--- config.mk ---
export PLATFORM = sky130hd
export DESIGN_NAME = touch_frame_receiver
export DESIGN_NICKNAME = d
export VERILOG_FILES = /design/src/tfr_pkg.sv /design/src/tfr_parser.sv /design/src/tfr_out_reg.sv /design/src/touch_frame_receiver.sv
export SDC_FILE = /design/constraint.sdc
export NUM_CORES = 1
export LEC_CHECK = 0
export BUFFER_PORTS_ARGS = -buffer_cell sky130_fd_sc_hd__buf_2
export CAP_MARGIN = 25
export CORE_AREA = 2 2 133 109
export CTS_CLUSTER_SIZE = 12
export DETAILED_ROUTE_END_ITERATION = 16
export DIE_AREA = 0 0 135 111
export PLACE_DENSITY = 0.7
export SYNTH_ARGS = -nofsm -noshare
export SYNTH_HDL_FRONTEND = slang
export SYNTH_SLANG_ARGS = --single-unit
--- constraint.sdc ---
create_clock -name clk_i -period 5.3 [get_ports clk_i]
set_clock_uncertainty 0.15 [all_clocks]
set_input_delay 1.06 -clock clk_i [delete_from_list [all_inputs] [get_ports clk_i]]
set_output_delay 1.06 -clock clk_i [all_outputs]
set_load 0.005 [all_outputs]
--- src/tfr_pkg.sv ---
// shared types and constants for the touch frame receiver
package tfr_pkg;

  localparam logic [7:0] SigByte     = 8'h2E;
  localparam logic [7:0] TouchCmdRst = 8'h20;
  localparam logic [7:0] TouchMinLen = 8'd5;
  localparam int unsigned TouchBytes = 5;
  localparam int unsigned TbIdxW     = $clog2(TouchBytes);

  localparam logic [2:0] PhHunt    = 3'd0;
  localparam logic [2:0] PhCmd     = 3'd1;
  localparam logic [2:0] PhLen     = 3'd2;
  localparam logic [2:0] PhPayload = 3'd3;
  localparam logic [2:0] PhCheck   = 3'd4;

  typedef struct packed {
    logic        frame_ok;
    logic [7:0]  frame_cmd;
    logic [7:0]  frame_len;
    logic        touch_updated;
    logic        pressed;
    logic [15:0] pos_x;
    logic [15:0] pos_y;
  } res_t;

endpackage

--- src/tfr_parser.sv ---
// frame parser: phase tracking, checksum, touch payload capture and touch state
module tfr_parser import tfr_pkg::*; (
  input  logic       clk_i,
  input  logic       rst_ni,
  input  logic       step_i,
  input  logic [7:0] byte_i,
  input  logic [7:0] touch_cmd_i,
  output logic       res_valid_o,
  output res_t       res_o
);

  logic [2:0]  phase_q, phase_d;
  logic [7:0]  cmd_q, cmd_d;
  logic [7:0]  len_q, len_d;
  logic [7:0]  count_q, count_d;
  logic [7:0]  sum_q, sum_d;
  logic        pressed_q, pressed_d;
  logic [15:0] x_q, x_d;
  logic [15:0] y_q, y_d;
  logic [7:0]  tbytes_q [TouchBytes];

  logic        tb_we;
  logic [7:0]  sum_add;
  logic [7:0]  count_inc;
  logic        chk_ok;
  logic        upd;
  logic        all_zero;

  assign sum_add   = sum_q + byte_i;
  assign count_inc = count_q + 8'd1;
  assign chk_ok    = (~sum_q == byte_i);
  assign upd       = chk_ok && (cmd_q == touch_cmd_i) && (len_q >= TouchMinLen);
  assign all_zero  = ((tbytes_q[0] | tbytes_q[1] | tbytes_q[2] | tbytes_q[3] |
                       tbytes_q[4]) == 8'd0);

  always_comb begin
    phase_d     = phase_q;
    cmd_d       = cmd_q;
    len_d       = len_q;
    count_d     = count_q;
    sum_d       = sum_q;
    pressed_d   = pressed_q;
    x_d         = x_q;
    y_d         = y_q;
    tb_we       = 1'b0;
    res_valid_o = 1'b0;
    unique case (phase_q)
      PhHunt: begin
        if (byte_i == SigByte) phase_d = PhCmd;
      end
      PhCmd: begin
        cmd_d   = byte_i;
        sum_d   = byte_i;
        phase_d = PhLen;
      end
      PhLen: begin
        len_d   = byte_i;
        sum_d   = sum_add;
        count_d = 8'd0;
        phase_d = (byte_i == 8'd0) ? PhCheck : PhPayload;
      end
      PhPayload: begin
        tb_we   = (count_q < TouchMinLen);
        sum_d   = sum_add;
        count_d = count_inc;
        if (count_inc == len_q) phase_d = PhCheck;
      end
      default: begin
        // checksum beat closes the frame
        res_valid_o = 1'b1;
        phase_d     = PhHunt;
        if (upd) begin
          if (all_zero) begin
            pressed_d = 1'b0;
          end else begin
            pressed_d = 1'b1;
            x_d       = {tbytes_q[1], tbytes_q[0]};
            y_d       = {tbytes_q[3], tbytes_q[2]};
          end
        end
      end
    endcase
  end

  always_comb begin
    res_o.frame_ok      = chk_ok;
    res_o.frame_cmd     = cmd_q;
    res_o.frame_len     = len_q;
    res_o.touch_updated = upd;
    res_o.pressed       = pressed_d;
    res_o.pos_x         = x_d;
    res_o.pos_y         = y_d;
  end

  always_ff @(posedge clk_i or negedge rst_ni) begin
    if (!rst_ni) begin
      phase_q   <= PhHunt;
      cmd_q     <= 8'd0;
      len_q     <= 8'd0;
      count_q   <= 8'd0;
      sum_q     <= 8'd0;
      pressed_q <= 1'b0;
      x_q       <= 16'd0;
      y_q       <= 16'd0;
    end else if (step_i) begin
      phase_q   <= phase_d;
      cmd_q     <= cmd_d;
      len_q     <= len_d;
      count_q   <= count_d;
      sum_q     <= sum_d;
      pressed_q <= pressed_d;
      x_q       <= x_d;
      y_q       <= y_d;
    end
  end

  // payload capture, only the first five bytes are kept
  always_ff @(posedge clk_i) begin
    if (step_i && tb_we) begin
      tbytes_q[count_q[TbIdxW-1:0]] <= byte_i;
    end
  end

endmodule

--- src/tfr_out_reg.sv ---
// result register holding one frame status beat until the sink takes it
module tfr_out_reg import tfr_pkg::*; (
  input  logic clk_i,
  input  logic rst_ni,
  input  logic load_i,
  input  res_t res_i,
  input  logic stall_i,
  output logic free_o,
  output logic valid_o,
  output res_t res_o
);

  logic valid_q, valid_d;
  res_t res_q;

  assign free_o  = !valid_q || !stall_i;
  assign valid_d = load_i ? 1'b1 : (valid_q && stall_i);
  assign valid_o = valid_q;
  assign res_o   = res_q;

  always_ff @(posedge clk_i or negedge rst_ni) begin
    if (!rst_ni) begin
      valid_q <= 1'b0;
    end else begin
      valid_q <= valid_d;
    end
  end

  always_ff @(posedge clk_i) begin
    if (load_i) begin
      res_q <= res_i;
    end
  end

endmodule

--- src/touch_frame_receiver.sv ---
// touch frame receiver: byte in, frame status out, two register stages
// a taken byte goes into the input register; a frame result goes on into the result register
// throughput: one byte per cycle; the input register stalls only while the
// result register holds an untaken beat
// reset: async active low; hunting for signature, touch state released at 0,0,
// touch command register 0x20
module touch_frame_receiver import tfr_pkg::*; (
  input  logic        clk_i,
  input  logic        rst_ni,
  input  logic        cfg_valid_i,
  output logic        cfg_ready_o,
  input  logic [7:0]  cfg_data_i,
  input  logic        rx_valid_i,
  output logic        rx_stall_o,
  input  logic [7:0]  rx_byte_i,
  output logic        frame_valid_o,
  input  logic        frame_stall_i,
  output logic        frame_ok_o,
  output logic [7:0]  frame_cmd_o,
  output logic [7:0]  frame_len_o,
  output logic        touch_updated_o,
  output logic        pressed_o,
  output logic [15:0] pos_x_o,
  output logic [15:0] pos_y_o
);

  logic       in_valid_q, in_valid_d;
  logic [7:0] in_byte_q;
  logic [7:0] touch_cmd_q;
  logic       out_free;
  logic       step;
  logic       res_valid;
  logic       rx_take;
  res_t       res;
  res_t       out_res;

  assign cfg_ready_o = 1'b1;
  assign step        = in_valid_q && out_free;
  assign rx_stall_o  = in_valid_q && !out_free;
  assign rx_take     = rx_valid_i && !rx_stall_o;
  assign in_valid_d  = rx_take ? 1'b1 : (in_valid_q && !step);

  always_ff @(posedge clk_i or negedge rst_ni) begin
    if (!rst_ni) begin
      in_valid_q  <= 1'b0;
      touch_cmd_q <= TouchCmdRst;
    end else begin
      in_valid_q <= in_valid_d;
      if (cfg_valid_i && cfg_ready_o) touch_cmd_q <= cfg_data_i;
    end
  end

  always_ff @(posedge clk_i) begin
    if (rx_take) in_byte_q <= rx_byte_i;
  end

  tfr_parser u_parser (
    .clk_i      (clk_i),
    .rst_ni     (rst_ni),
    .step_i     (step),
    .byte_i     (in_byte_q),
    .touch_cmd_i(touch_cmd_q),
    .res_valid_o(res_valid),
    .res_o      (res)
  );

  tfr_out_reg u_out (
    .clk_i  (clk_i),
    .rst_ni (rst_ni),
    .load_i (step && res_valid),
    .res_i  (res),
    .stall_i(frame_stall_i),
    .free_o (out_free),
    .valid_o(frame_valid_o),
    .res_o  (out_res)
  );

  assign frame_ok_o      = out_res.frame_ok;
  assign frame_cmd_o     = out_res.frame_cmd;
  assign frame_len_o     = out_res.frame_len;
  assign touch_updated_o = out_res.touch_updated;
  assign pressed_o       = out_res.pressed;
  assign pos_x_o         = out_res.pos_x;
  assign pos_y_o         = out_res.pos_y;

  a_upd_needs_ok: assert property (@(posedge clk_i) disable iff (!rst_ni)
    frame_valid_o && touch_updated_o |-> frame_ok_o && (frame_len_o >= TouchMinLen))
    else $error("touch update on a bad or short frame");

  a_stall_only_when_full: assert property (@(posedge clk_i) disable iff (!rst_ni)
    rx_stall_o |-> in_valid_q && frame_valid_o && frame_stall_i)
    else $error("input stalled with a free result register");

  a_result_from_step: assert property (@(posedge clk_i) disable iff (!rst_ni)
    $rose(frame_valid_o) |-> $past(in_valid_q))
    else $error("result beat without a byte in the input register");

  a_taken_byte_moves: assert property (@(posedge clk_i) disable iff (!rst_ni)
    in_valid_q && !frame_valid_o |=> !$past(rx_stall_o))
    else $error("byte held although the result register was empty");

endmodule
==> flow_summary_export.csv <==
group,metric,value,unit
status,status,"completed",
global_routing,grt_max_degree,79,
place,gp_congestion,0.867,
cts,clkTransAtPathRegs,60,ps
logic_synthesis,syn_area,0.00742,mm^2
cts,post-cts-setup-buffer-count,0,
setup_path,path_max_fanout,32,
drt,drc,0,
logic_synthesis,synth_nets,533,
floorplanning,die_h,111,um
worst_hold_path,hold_start,"u_parser.x_q[2]",
timing,finalSetupViolCount,0,
logic_synthesis,yosysWarnings,0,
cts,cts_tree,"yes",
logic_synthesis,synth_cell_types,55,
timing,fmax,309,MHz
power_and_ir_drop,powerDensity,437,mW/mm^2
global_routing,grt_use_total,20.5,%
logic_synthesis,synth_edf_count,99,
floorplanning,dieArea,0.0150,mm^2
worst_hold_path,min_delay_worst_endpoint,"u_parser.x_q[2]",
finish,fillCellCount,1078,
setup_path,critPathLaunchType,"flip-flop",
cts,cts_root_buf,"clkbuf_16",
drt,routed_via_density,5.54,
floorplanning,start_util,53.5,%
setup_path,r2r_slack,2060,ps
setup_path,worstPathArrival,3270,ps
place,dpl.hpwl,9.03,mm
setup_path,regToRegEndpoint,"u_out.res_o[31]",
finish,final_cells,780,
drt,ant_nets,0,
drt,wirelength,14.2,mm
cts,cts_hold_buf,0,
power_and_ir_drop,ir_worst_vdd,0.000270,V
timing,finalSetupTns,0,ps
finish,syn2layout_area_growth,15.9,%
timing,rsz0062_at_grt,"no",
cts,cts_max_level,4,
floorplanning,rows,39,
global_routing,antenna_found_initial,0,
timing,min_period,3240,ps
global_routing,overflow,0,
cts,cts_sinks,177,
place,placed_cell_area,0.00796,mm^2
global_routing,grt_pass1_wl,23.1,mm
timing,finalMaxSlewViolations,0,
logic_synthesis,ys_seq_area_share,66.4,%
drt,vias,4325,
setup_path,critPathKind,"reg2reg",
logic_synthesis,synth_seq_cells,177,
finish,diodes,0,
place,io_buffers,73,
timing,hold_viol_final,0,
finish,drive_gt1_share,35.9,%
floorplanning,num_io_pins,75,
cts,clock_latency,430,ps
timing,worst_slew_pin_slew,712,ps
setup_path,critPathCaptureType,"flip-flop",
drt,drtIter0Drc,356,
cts,clockBufferDepth,2,
finish,final_area,0.00860,mm^2
floorplanning,dieWidth,135,um
drt,wl_per_cell,18.2,um
logic_synthesis,async_flop_share,44.1,%
logic_synthesis,synth_ff_type,"edfxtp_1",
cts,cts_made_buffers,17,
floorplanning,core,0.0139,mm^2
setup_path,critPathRequiredTime,5330,ps
power_and_ir_drop,p_leak,0.00349,uW
worst_hold_path,hold_depth,1,
logic_synthesis,avgSynthCellArea,14.8,um^2
timing,fin_crit_sh,61.1,%
setup_path,worstRegToRegCells,8,
finish,nets,614,
place,dpl.cell_count,747,
drt,first_pass_iters,6,
logic_synthesis,syn_inst,502,
run,drv_cap,0,
timing,max_slew_margin,52.5,%
worst_hold_path,hp-class,"reg2reg",
cts,ctsResizeCount,0,
timing,hold_ws,340,ps
global_routing,grt_pass1_vias,4326,
setup_path,timing.rr.start,"in_byte_q[6]",
## critical path: stages (launching register included)
cell and delay, ps:
edfxtp_1 590, ha_1 500, nand4_1 150, nor4_1 390
and4b_1 310, and2_1 190, nand2_1 70, buf_4 270
mux2_2 340
## where the power goes
group | internal [uW] | switching, uW | total [uW]
clock | 750 | 539 | 1290
sequential | 1630 | 179 | 1810
combinational | 308 | 351 | 659
## state kept, by name (all words and copies together), names as in the netlist, 3 cells and up
signal and cells:
in_byte_q 8, touch_cmd_q 8, u_out.res_o 51, u_parser.cmd_q 8, u_parser.count_q 8, u_parser.len_q 8
u_parser.phase_q 3, u_parser.sum_q 8, u_parser.tbytes_q 40, u_parser.x_q 16, u_parser.y_q 16
## metrics by stage
| step | total power [uW] | utilization, % | setup slack, ps |
|---|---|---|---|
| after global routing | 3940 | 62.1 | 1920 |
| after CTS | 3770 | 61.9 | 2120 |
| after global placement | 2450 | 57.5 | 2090 |
| final | 3760 | 62.1 | 2060 |
| after detailed placement | 2480 | 57.5 | 1940 |
| after floorplan | 2300 | - | 1370 |
## cells in the mapped netlist (2+ instances only)
cell | instances | area, um^2
a31oi_1 | 2 | 12.5
xnor2_1 | 8 | 70.1
edfxtp_1 | 99 | 2970
mux2i_1 | 3 | 30.0
a21o_1 | 4 | 30.0
nor2_1 | 19 | 71.3
and2_1 | 4 | 25.0
clkbuf_1 | 8 | 30.0
buf_6 | 4 | 45.0
a21boi_0 | 3 | 22.5
buf_2 | 8 | 40.0
a22o_1 | 2 | 17.5
a22oi_1 | 3 | 22.5
o21ai_0 | 27 | 135
dfrtp_1 | 77 | 1930
ha_1 | 9 | 113
nand2_1 | 25 | 93.8
and3_1 | 5 | 31.3
a211oi_1 | 2 | 15.0
nand4_1 | 3 | 18.8
nor4_1 | 23 | 144
xor2_1 | 11 | 96.3
nand3_1 | 6 | 30.0
a21oi_1 | 7 | 35.0
inv_1 | 12 | 45.0
mux2_1 | 2 | 22.5
nor2b_1 | 2 | 12.5
nand2b_1 | 5 | 31.3
or4_4 | 2 | 22.5
mux2_2 | 87 | 980
o31ai_1 | 2 | 15.0
nor3_1 | 5 | 25.0
## area by class of cell
class	instances	area [um^2]	area share (%)
inverters	12	45.0	0.524
flip-flops and latches	177	4930	57.3
clock buffers	18	429	4.99
clock inverters	14	181	2.11
repair buffers	83	463	5.38
well taps	184	230	2.68
multi-input cells	292	2330	27.0
## metal layers
metal	part of all wire [%]	wire, um	track usage, %
met5	0	0	0
met1	46	6460	28.4
met3	4.1	583	4.39
met4	1.6	222	8.19
met2	49	6900	31.7
## cell families after synthesis
logic type / count (synthesis) / synth area share (%)
DFF: 177 / 66.4
and+or+nand+nor: 109 / 8.03
muxes: 92 / 13.9
AOI/OAI and AO/OA: 61 / 5.31
buffers and inverters: 33 / 2.26
xor gates and xnor gates: 19 / 2.24
adders and majority gates: 10 / 1.79
other: 1 / 0.0506
## placed cells by master (no fill, tap or decap), types with 2 or more instances in the layout
cell type,instances
clkinvlp_4,3
ha_1,9
o31ai_1,2
nand4_1,3
a21o_1,4
and3_1,5
clkinv_4,3
edfxtp_1,99
nand2b_1,5
a22oi_1,3
inv_1,12
a211oi_1,2
nor4_1,23
dfrtp_1,77
a22o_1,2
nor2b_1,2
and2_2,2
a21boi_0,3
inv_6,3
clkbuf_16,17
xor2_1,11
mux2_2,87
mux2_1,2
o21ai_0,27
buf_4,10
bufinv_16,3
mux2i_1,3
nand3_1,6
a31oi_1,2
nor3_1,5
nand2_1,25
or4_4,2
xnor2_1,8
nor2_1,19
and2_1,3
a21oi_1,7
buf_2,72
## worst max-delay path by stage
stage	startpoint	endpoint	slack, ps	cells past startpoint
4_1_cts	in_byte_q[6]	u_out.res_o[8]	2120	8
3_3_place_gp	frame_stall_i	u_parser.tbytes_q[0][5]	2090	8
2_1_floorplan	frame_stall_i	u_parser.x_q[0]	1370	6
5_1_grt	in_byte_q[6]	u_out.res_o[8]	1920	8
3_5_place_dp	frame_stall_i	u_parser.len_q[6]	1940	5
6_report	in_byte_q[6]	u_out.res_o[31]	2060	8
No activity file was read; power rests on OpenSTA's default activity.
